`config.mk`:
```
export PLATFORM = sky130hd
export DESIGN_NAME = arena_allocator_with_free_list
export DESIGN_NICKNAME = d
export VERILOG_FILES = /design/src/hdl/afl_pkg.sv /design/src/hdl/arena_allocator_with_free_list.sv /design/src/hdl/afl_ram.sv /design/src/hdl/afl_alu.sv
export VERILOG_INCLUDE_DIRS = /design/src /design/src/hdl
export SDC_FILE = /design/constraint.sdc
export NUM_CORES = 2
export LEC_CHECK = 0
export ABC_AREA = 1
export BUFFER_PORTS_ARGS = -buffer_cell sky130_fd_sc_hd__buf_2
export CORE_ASPECT_RATIO = 0.8
export CORE_MARGIN = 2
export CORE_UTILIZATION = 42
export CTS_CLUSTER_SIZE = 10
export DETAILED_ROUTE_END_ITERATION = 8
export MAX_ROUTING_LAYER = met4
export PLACE_DENSITY = 0.56
export SLEW_MARGIN = 20
export SYNTH_ARGS = -nofsm -noshare
export SYNTH_HDL_FRONTEND = slang
export SYNTH_HIERARCHICAL = 1
export SYNTH_SLANG_ARGS = --single-unit
```
`constraint.sdc`:
```
create_clock -name clk -period 7.3 [get_ports clk]
set_clock_uncertainty 0.1 [all_clocks]
set_input_delay 1.46 -clock clk [delete_from_list [all_inputs] [get_ports clk]]
set_output_delay 1.46 -clock clk [all_outputs]
set_load 0.05 [all_outputs]
```
`src/hdl/arena_allocator_with_free_list_defines.svh`:
```
// assertion macros shared by the arena allocator rtl
`ifndef ARENA_ALLOCATOR_WITH_FREE_LIST_DEFINES_SVH
`define ARENA_ALLOCATOR_WITH_FREE_LIST_DEFINES_SVH

// same-cycle implication, sampled on clk, off while arst_n is low
`define AFL_ASSERT_NOW(lbl, ante, cons, msg) \
	lbl: assert property (@(posedge clk) disable iff (!arst_n) (ante) |-> (cons)) \
		else $error(msg);

// next-cycle implication, sampled on clk, off while arst_n is low
`define AFL_ASSERT_NEXT(lbl, ante, cons, msg) \
	lbl: assert property (@(posedge clk) disable iff (!arst_n) (ante) |=> (cons)) \
		else $error(msg);

`endif

```
`src/hdl/afl_pkg.sv`:
```
// shared types and constants of the arena allocator
package afl_pkg;

	// field widths
	localparam int ADDR_W  = 16;
	localparam int SIZE_W  = 16;
	localparam int BYTES_W = 17;
	localparam int OP_W    = 18;

	// request kinds
	localparam logic [1:0] REQ_ALLOC  = 2'd0;
	localparam logic [1:0] REQ_FREE   = 2'd1;
	localparam logic [1:0] REQ_LOOKUP = 2'd2;

	// result status codes
	typedef enum logic [2:0] {
		ST_OK       = 3'd0,
		ST_NOSPACE  = 3'd1,
		ST_NOTFOUND = 3'd2,
		ST_FULL     = 3'd3,
		ST_NOINIT   = 3'd4,
		ST_ZERO     = 3'd5
	} status_t;

	// slack mark meaning no fitting free block seen yet
	localparam logic [OP_W-1:0] SLACK_NONE = 18'h30000;

	// one table entry: start offset and size in bytes
	typedef struct packed {
		logic [ADDR_W-1:0] start;
		logic [SIZE_W-1:0] size;
	} blk_t;

	// operands of the shared subtract and compare unit
	typedef struct packed {
		logic [OP_W-1:0] a;
		logic [OP_W-1:0] b;
		logic [OP_W-1:0] c;
	} alu_op_t;

	// results of the shared unit
	typedef struct packed {
		logic [OP_W-1:0] diff;
		logic            lt;
		logic            eq;
	} alu_res_t;

endpackage

```
`src/hdl/arena_allocator_with_free_list.sv`:
```
// top level of the arena allocator: sequencer, tables and bump pointer
//
// channel  | direction | handshake                 | payload
// request  | in        | start, busy               | req_type, size_bits, address
// result   | out       | done (one-cycle strobe)   | status, block_address, freed_bits
// config   | in        | cfg_valid, cfg_ready      | arena_bytes
//
// an item is taken when start is high and busy is low; busy stays high while it runs
// free and lookup scan the allocation table one entry a cycle, up to MAX_ALLOCS entries
// allocate scans the valid bits for a slot (up to MAX_ALLOCS) and tries the bump pointer;
// best fit then scans the free table, takes the block and packs the table behind it;
// done pulses in the cycle after the last step
// reset clears the bump pointer, all allocation valid bits and the free count at once
// the result is shown for one cycle only; the receiver cannot stall it
`include "arena_allocator_with_free_list_defines.svh"

module arena_allocator_with_free_list #(
	parameter int MAX_ALLOCS = 16,
	parameter int MAX_FREE   = 16
) (
	input  logic        clk,
	input  logic        arst_n,
	input  logic        start,
	output logic        busy,
	input  logic [1:0]  req_type,
	input  logic [18:0] size_bits,
	input  logic [15:0] address,
	output logic        done,
	output logic [2:0]  status,
	output logic [15:0] block_address,
	output logic [18:0] freed_bits,
	input  logic        cfg_valid,
	output logic        cfg_ready,
	input  logic [15:0] arena_bytes
);
	import afl_pkg::*;

	localparam int AIW = $clog2(MAX_ALLOCS);
	localparam int FIW = $clog2(MAX_FREE);
	localparam int FCW = $clog2(MAX_FREE + 1);
	localparam int IW  = (AIW > FIW) ? AIW : FIW;
	localparam int CW  = FIW + 1;
	localparam int AXW = AIW + 1;

	typedef enum logic [2:0] {
		S_IDLE,
		S_A_SLOT,
		S_A_BUMP,
		S_F_SCAN,
		S_B_SCAN,
		S_B_TAKE,
		S_B_SHIFT
	} state_t;

	state_t                state_q;
	logic [1:0]            req_q;
	logic [BYTES_W-1:0]    bytes_q;
	logic [ADDR_W-1:0]     addr_q;
	logic [IW-1:0]         idx_q;
	logic [AIW-1:0]        slot_q;
	logic [ADDR_W-1:0]     bump_q;
	logic [15:0]           arena_q;
	logic [MAX_ALLOCS-1:0] av_q;
	logic [FCW-1:0]        fcnt_q;
	logic [OP_W-1:0]       slack_q;
	logic [FIW-1:0]        best_q;
	logic [ADDR_W-1:0]     best_start_q;
	logic                  done_q;
	status_t               status_q;
	logic [ADDR_W-1:0]     baddr_q;
	logic [18:0]           freed_q;

	logic [19:0]           sum7;
	logic [BYTES_W-1:0]    bytes_in;
	logic [OP_W-1:0]       bump_sum;
	logic                  bump_fit;
	logic [AIW-1:0]        idx_a;
	logic [FIW-1:0]        idx_f;
	logic                  a_last;
	logic                  f_last;
	logic                  a_hit;
	alu_op_t               alu_op;
	alu_res_t              alu_res;

	logic                  a_we;
	logic [AIW-1:0]        a_waddr;
	blk_t                  a_wdata;
	logic [AIW-1:0]        a_raddr;
	blk_t                  a_rd;
	logic [AXW-1:0]        a_nxt;
	logic                  f_we;
	logic [FIW-1:0]        f_waddr;
	blk_t                  f_wdata;
	logic [FIW-1:0]        f_raddr;
	blk_t                  f_rd;
	logic [CW-1:0]         f_nxt;

	// byte count rounded up from bits
	assign sum7     = {1'b0, size_bits} + 20'd7;
	assign bytes_in = sum7[19:3];

	assign bump_sum = OP_W'(bump_q) + OP_W'(bytes_q);
	assign idx_a    = idx_q[AIW-1:0];
	assign idx_f    = idx_q[FIW-1:0];
	assign a_last   = (idx_a == AIW'(MAX_ALLOCS - 1));
	assign f_last   = ((CW'(idx_f) + CW'(1)) == CW'(fcnt_q));

	// operand select for the shared unit
	always_comb begin
		alu_op = '0;
		unique case (state_q)
			S_A_BUMP: begin
				alu_op.a = OP_W'(arena_q);
				alu_op.b = bump_sum;
			end
			S_F_SCAN: begin
				alu_op.a = OP_W'(a_rd.start);
				alu_op.b = OP_W'(addr_q);
			end
			S_B_SCAN: begin
				alu_op.a = OP_W'(f_rd.size);
				alu_op.b = OP_W'(bytes_q);
				alu_op.c = slack_q;
			end
			default: begin
				alu_op = '0;
			end
		endcase
	end

	afl_alu u_alu (
		.op  (alu_op),
		.res (alu_res)
	);

	// no borrow means bump pointer plus bytes stays inside the arena
	assign bump_fit = !alu_res.diff[OP_W-1];
	assign a_hit    = av_q[idx_a] && alu_res.eq;

	// allocation table read address runs one ahead of the scan index
	always_comb begin
		a_nxt   = AXW'(idx_a) + AXW'(1);
		a_raddr = '0;
		if (state_q == S_F_SCAN && a_nxt < AXW'(MAX_ALLOCS)) begin
			a_raddr = a_nxt[AIW-1:0];
		end
	end

	// free table read address for scan, take and pack steps
	always_comb begin
		unique case (state_q)
			S_B_SCAN:  f_nxt = CW'(idx_f) + CW'(1);
			S_B_TAKE:  f_nxt = CW'(best_q) + CW'(1);
			S_B_SHIFT: f_nxt = CW'(idx_f) + CW'(2);
			default:   f_nxt = '0;
		endcase
		f_raddr = '0;
		if (f_nxt < CW'(MAX_FREE)) begin
			f_raddr = f_nxt[FIW-1:0];
		end
	end

	// allocation table writes
	always_comb begin
		a_we    = 1'b0;
		a_waddr = slot_q;
		a_wdata = '{start: bump_q, size: bytes_q[SIZE_W-1:0]};
		if (state_q == S_A_BUMP && bump_fit) begin
			a_we = 1'b1;
		end else if (state_q == S_B_TAKE) begin
			a_we    = 1'b1;
			a_wdata = '{start: best_start_q, size: bytes_q[SIZE_W-1:0]};
		end
	end

	// free table writes: append on free, move down while packing
	always_comb begin
		f_we    = 1'b0;
		f_waddr = fcnt_q[FIW-1:0];
		f_wdata = a_rd;
		if (state_q == S_F_SCAN && a_hit && req_q == REQ_FREE
				&& fcnt_q != FCW'(MAX_FREE)) begin
			f_we = 1'b1;
		end else if (state_q == S_B_SHIFT) begin
			f_we    = 1'b1;
			f_waddr = idx_f;
			f_wdata = f_rd;
		end
	end

	afl_ram #(
		.WIDTH ($bits(blk_t)),
		.DEPTH (MAX_ALLOCS)
	) u_alloc_ram (
		.clk   (clk),
		.we    (a_we),
		.waddr (a_waddr),
		.wdata (a_wdata),
		.raddr (a_raddr),
		.rdata (a_rd)
	);

	afl_ram #(
		.WIDTH ($bits(blk_t)),
		.DEPTH (MAX_FREE)
	) u_free_ram (
		.clk   (clk),
		.we    (f_we),
		.waddr (f_waddr),
		.wdata (f_wdata),
		.raddr (f_raddr),
		.rdata (f_rd)
	);

	// sequencer, table state and registered result
	always_ff @(posedge clk or negedge arst_n) begin
		if (!arst_n) begin
			state_q      <= S_IDLE;
			req_q        <= REQ_ALLOC;
			bytes_q      <= '0;
			addr_q       <= '0;
			idx_q        <= '0;
			slot_q       <= '0;
			bump_q       <= '0;
			arena_q      <= '0;
			av_q         <= '0;
			fcnt_q       <= '0;
			slack_q      <= SLACK_NONE;
			best_q       <= '0;
			best_start_q <= '0;
			done_q       <= 1'b0;
			status_q     <= ST_OK;
			baddr_q      <= '0;
			freed_q      <= '0;
		end else begin
			done_q <= 1'b0;
			if (cfg_valid) begin
				arena_q <= arena_bytes;
			end
			unique case (state_q)
				S_IDLE: begin
					if (start) begin
						req_q   <= req_type;
						bytes_q <= bytes_in;
						addr_q  <= address;
						idx_q   <= '0;
						baddr_q <= '0;
						freed_q <= '0;
						priority if (req_type == REQ_ALLOC) begin
							if (arena_q == '0) begin
								done_q   <= 1'b1;
								status_q <= ST_NOINIT;
							end else if (bytes_in == '0) begin
								done_q   <= 1'b1;
								status_q <= ST_ZERO;
							end else begin
								state_q <= S_A_SLOT;
							end
						end else if (req_type == REQ_FREE || req_type == REQ_LOOKUP) begin
							state_q <= S_F_SCAN;
						end else begin
							done_q   <= 1'b1;
							status_q <= ST_NOTFOUND;
						end
					end
				end
				// look for the first unused allocation slot
				S_A_SLOT: begin
					if (!av_q[idx_a]) begin
						slot_q  <= idx_a;
						state_q <= S_A_BUMP;
					end else if (a_last) begin
						done_q   <= 1'b1;
						status_q <= ST_FULL;
						state_q  <= S_IDLE;
					end else begin
						idx_q <= idx_q + IW'(1);
					end
				end
				// place at the bump pointer or fall back to the free table
				S_A_BUMP: begin
					if (bump_fit) begin
						bump_q       <= bump_sum[ADDR_W-1:0];
						av_q[slot_q] <= 1'b1;
						done_q       <= 1'b1;
						status_q     <= ST_OK;
						baddr_q      <= bump_q;
						state_q      <= S_IDLE;
					end else if (fcnt_q == '0) begin
						done_q   <= 1'b1;
						status_q <= ST_NOSPACE;
						state_q  <= S_IDLE;
					end else begin
						idx_q   <= '0;
						slack_q <= SLACK_NONE;
						state_q <= S_B_SCAN;
					end
				end
				// free and lookup: first valid entry with a matching start
				S_F_SCAN: begin
					if (a_hit) begin
						done_q  <= 1'b1;
						state_q <= S_IDLE;
						if (req_q == REQ_LOOKUP) begin
							status_q <= ST_OK;
							baddr_q  <= addr_q;
						end else if (fcnt_q == FCW'(MAX_FREE)) begin
							status_q <= ST_FULL;
						end else begin
							fcnt_q      <= fcnt_q + FCW'(1);
							av_q[idx_a] <= 1'b0;
							status_q    <= ST_OK;
							baddr_q     <= addr_q;
							freed_q     <= {a_rd.size, 3'b000};
						end
					end else if (a_last) begin
						done_q   <= 1'b1;
						status_q <= ST_NOTFOUND;
						state_q  <= S_IDLE;
					end else begin
						idx_q <= idx_q + IW'(1);
					end
				end
				// best fit: strictly smaller slack wins, so the earliest tie stays
				S_B_SCAN: begin
					if (alu_res.lt) begin
						slack_q      <= alu_res.diff;
						best_q       <= idx_f;
						best_start_q <= f_rd.start;
					end
					if (f_last) begin
						if (alu_res.lt || slack_q != SLACK_NONE) begin
							state_q <= S_B_TAKE;
						end else begin
							done_q   <= 1'b1;
							status_q <= ST_NOSPACE;
							state_q  <= S_IDLE;
						end
					end else begin
						idx_q <= idx_q + IW'(1);
					end
				end
				// record the allocation and, unless the taken block is the last entry, start packing behind it
				S_B_TAKE: begin
					av_q[slot_q] <= 1'b1;
					idx_q        <= IW'(best_q);
					if ((CW'(best_q) + CW'(1)) >= CW'(fcnt_q)) begin
						fcnt_q   <= fcnt_q - FCW'(1);
						done_q   <= 1'b1;
						status_q <= ST_OK;
						baddr_q  <= best_start_q;
						state_q  <= S_IDLE;
					end else begin
						state_q <= S_B_SHIFT;
					end
				end
				// move one entry down per cycle
				S_B_SHIFT: begin
					if ((CW'(idx_f) + CW'(2)) >= CW'(fcnt_q)) begin
						fcnt_q   <= fcnt_q - FCW'(1);
						done_q   <= 1'b1;
						status_q <= ST_OK;
						baddr_q  <= best_start_q;
						state_q  <= S_IDLE;
					end else begin
						idx_q <= idx_q + IW'(1);
					end
				end
				default: begin
					state_q <= S_IDLE;
				end
			endcase
		end
	end

	// ports
	assign busy          = (state_q != S_IDLE);
	assign cfg_ready     = 1'b1;
	assign done          = done_q;
	assign status        = status_q;
	assign block_address = baddr_q;
	assign freed_bits    = freed_q;

	// checks
	`AFL_ASSERT_NOW(a_done_idle, done_q, state_q == S_IDLE, "result strobe while sequencer busy")
	`AFL_ASSERT_NEXT(a_bump_hold, state_q != S_A_BUMP, $stable(bump_q), "bump pointer moved outside placement step")
	`AFL_ASSERT_NOW(a_take_best, state_q == S_B_TAKE, slack_q != SLACK_NONE, "free block taken without a fitting candidate")
	`AFL_ASSERT_NOW(a_shift_range, state_q == S_B_SHIFT, (CW'(idx_f) + CW'(1)) < CW'(fcnt_q), "packing past the end of the free table")

endmodule

```
`src/hdl/afl_ram.sv`:
```
// generic single write port ram with registered read
module afl_ram #(
	parameter int WIDTH = 32,
	parameter int DEPTH = 16,
	localparam int AW = $clog2(DEPTH)
) (
	input  logic             clk,
	input  logic             we,
	input  logic [AW-1:0]    waddr,
	input  logic [WIDTH-1:0] wdata,
	input  logic [AW-1:0]    raddr,
	output logic [WIDTH-1:0] rdata
);

	logic [WIDTH-1:0] mem [DEPTH];
	logic [WIDTH-1:0] rdata_q;

	// write and registered read
	always_ff @(posedge clk) begin
		if (we) begin
			mem[waddr] <= wdata;
		end
		rdata_q <= mem[raddr];
	end

	assign rdata = rdata_q;

endmodule

```
`src/hdl/afl_alu.sv`:
```
// shared subtract and compare unit used by the bump check and both table scans
module afl_alu (
	input  afl_pkg::alu_op_t  op,
	output afl_pkg::alu_res_t res
);
	import afl_pkg::*;

	logic [OP_W-1:0] diff;

	// difference wraps; its msb is the borrow for operands below 2**17
	always_comb begin
		diff     = op.a - op.b;
		res.diff = diff;
		res.lt   = (diff < op.c);
		res.eq   = (op.a == op.b);
	end

endmodule

```
==> results.yml <==
run_status:
  outcome: "finished, final reports clean"
worst_setup_path:
  reg2reg_from: "bytes_q[3]$_DFFE_PN0P_"
  endpoint_kind: "register"
  r2r_slack_ps: 1050
  cp.required_ps: 7650
  critPathArrivalTime_ps: 6610
  r2r_end: "u_free_ram/mem[7][26]$_DFFE_PP_"
  r2r.worst_path.cells: 21
  critPathKind: "reg2reg"
  cp_max_fo: 22
  startpoint_type: "register"
grt:
  antenna_found_initial: 6
  grt_max_degree: 187
  grt_use_total: 0.2549
  grt-ovfl-total: 0
  grt_pass1_vias: 38720
  grt_pass1_wl_um: 258800
finish:
  layout-drive-gt1-share: 0.08397
  final_cells: 8168
  utilization: 0.4738
  nets: 6315
  fillers: 12860
  synthToLayoutAreaGrowth_pct: 12.33
placement:
  place_ws_ps: 1097
  place.detailed.hpwl_um: 106300
  dp_cells: 7895
  io_buffer_count: 93
  gp_congestion: 0.9391
die:
  die_y_um: 337.0
  die_w_um: 420.2
  start_util: 0.4218
  coreArea_mm2: 0.1380
  rows: 122
  dieArea_mm2: 0.1416
  io-pin-count: 98
timing:
  setup_violations: 0
  tns_ps: 0
  tightest_slew_ps: 1128
  slew_headroom: 0.2481
  setup_ws_ps: 1046
  hold_viol_final: 0
  rsz0062_at_grt: "no"
  drv_slew: 0
  finalCritPeriodShare: 0.8567
  fmax_ghz: 0.1599
  layout_min_cycle_time_ps: 6254
routing:
  initialDrtViolationCount: 4805
  wire_per_inst_um: 21.41
  wirelength_um: 174900
  postRouteAntennaNets: 0
  first_pass_iters: 5
  num_vias: 42270
  via_per_inst: 5.175
  drc: 0
clocking:
  post_cts_buffers: 0
  tritoncts: "yes"
  cts_hold_buf: 0
  clkLatencyLatePin_ps: 780
  cts_resized: 0
  htreeDepth: 4
  clkTransAtPathRegs_ps: 60
  clock-sinks: 1261
  clockRootBuffer: "clkbuf_16"
  ctsLongestPathBuffers: 3
  cts_buffers: 147
synthesis:
  synth_warnings: 6
  synthTopCellsByCount: "nand2_1, inv_1, edfxtp_1, nand3_1, o21ai_0"
  synth-edff-count: 1024
  netlist_area_mm2: 0.05821
  synth_cell_types: 64
  ys.flop_type: "edfxtp_1"
  synth_cells: 6087
  yosysMostFrequentCell: "nand2_1"
  yosysTopAreaCellShare: 0.5283
  synthArstFlopShare: 0.1372
  ys_seq_area_frac: 0.6247
  netlist_top_cells_area: "edfxtp_1, nand2_1, nand3_1"
  yosysTopAreaCell: "edfxtp_1"
  synth-seq-cells: 1261
  syn_area_per_cell_um2: 9.562
job:
  drv_cap: 0
min_path:
  hold_end: "best_start_q[4]$_DFFE_PN0P_"
  hold_start: "best_start_q[4]$_DFFE_PN0P_"
  worst_hold_path_type: "reg2reg"
  hold_depth: 2
power_and_ir_drop:
  p_per_area_mw_per_mm2: 392.9
  total_power_mw: 25.69
  ir_worst_vdd_mv: 0.2643
  p_leak_nw: 28.49
worst max-delay path by stage:
stage | startpoint | endpoint | slack [ps] | cells after the start
CTS | bytes_q[3]$_DFFE_PN0P_ | u_free_ram/mem[7][26]$_DFFE_PP_ | 1030 | 21
global placement | bytes_q[3]$_DFFE_PN0P_ | u_free_ram/mem[7][14]$_DFFE_PP_ | 1170 | 21
floorplan | bytes_q[0]$_DFFE_PN0P_ | u_free_ram/mem[12][0]$_DFFE_PP_ | 1410 | 22
finish | bytes_q[3]$_DFFE_PN0P_ | u_free_ram/mem[7][26]$_DFFE_PP_ | 1050 | 21
global route | bytes_q[3]$_DFFE_PN0P_ | slack_q[6]$_DFFE_PN0P_ | 490 | 27
detailed placement | bytes_q[3]$_DFFE_PN0P_ | u_free_ram/mem[7][26]$_DFFE_PP_ | 1100 | 21
critical path, stage by stage, from the launching register on:
cell	delay (ps)
dfrtp_1	760
ha_1	390
o21ai_0	350
inv_1	100
nand3_1	90
nand3_1	180
nand2_1	110
inv_1	50
o311ai_0	280
inv_1	80
ha_1	390
nand2_1	190
nor3_1	310
nor4b_2	420
inv_1	110
nor2_2	170
nand2_1	90
o41ai_1	340
buf_4	230
nand3b_1	330
nor2_4	540
buf_12	280
per-layer routing:
metal / global-route usage / share of wire / vias up
li1: - / - / 19910
met1: 0.3822 / 0.47 / 20550
met2: 0.3605 / 0.43 / 1582
met3: 0.04193 / 0.082 / 224
met4: 0.05826 / 0.019 / 0
met5: - / 0 / -
power breakdown:
group          internal (mW)  switching (mW)
Combinational           2.42            6.30
Sequential              9.36           0.711
Clock                   3.95            2.94
final cells by class:
type	instances	area (um2)	share of cell area
antenna	8	20.02	0.0003062
clock buffer	248	4139	0.06330
clock inverter	17	306.5	0.004689
inverter	1069	4035	0.06172
multi-input combinational	3484	16510	0.2525
sequential	1261	36360	0.5562
tap	1860	2327	0.03559
timing repair buffer	221	1685	0.02578
logic make-up (layout without fill, tap and decap cells):
family,after synthesis,in the layout,synth area share
flip-flops,1261,1261,0.6247
XOR/XNOR,28,28,0.004213
AND/OR/NAND/NOR,2996,2996,0.2186
AO/OA/AOI/OAI,380,380,0.03704
buffers and inverters,1346,1555,0.09897
adder cells (fa/ha/maj),74,74,0.01629
other,2,14,0.0001290
metrics by stage:
step                      hold WS [ps]  instance area (um2)
after floorplan                  339.2                58220
after global routing             404.6                65370
after detailed placement         368.6                60870
after global placement           365.2                60860
after CTS                        386.8                65320
final                            383.8                65380
flip-flops by register name (all words and copies together), names as in the netlist:
name / cells
av_q: 16
fcnt_q: 5
bump_q: 16
idx_a: 4
slack_q: 18
freed_bits: 16
u_free_ram/rdata: 32
u_alloc_ram/rdata: 32
u_alloc_ram/mem: 512
addr_q: 16
bytes_q: 17
a_waddr: 4
best_q: 4
best_start_q: 16
status: 3
state_q: 3
done: 1
u_free_ram/mem: 512
req_q: 2
block_address: 16
arena_q: 16
cells in the final DEF, fill, tap and decap left out, drive strengths merged, types with 9 or more instances in the layout:
master,instances
nand2,1883
inv,1074
edfxtp,1024
nand3,880
clkbuf,249
o21ai,231
buf,220
dfrtp,171
nor2,161
ha,71
dfxtp,64
a21oi,64
nand4,25
nor3,24
o221ai,22
xor2,21
o21a,14
o211ai,14
a22oi,10
clkinv,9
Note: power is estimated with default switching activity, not from simulation.
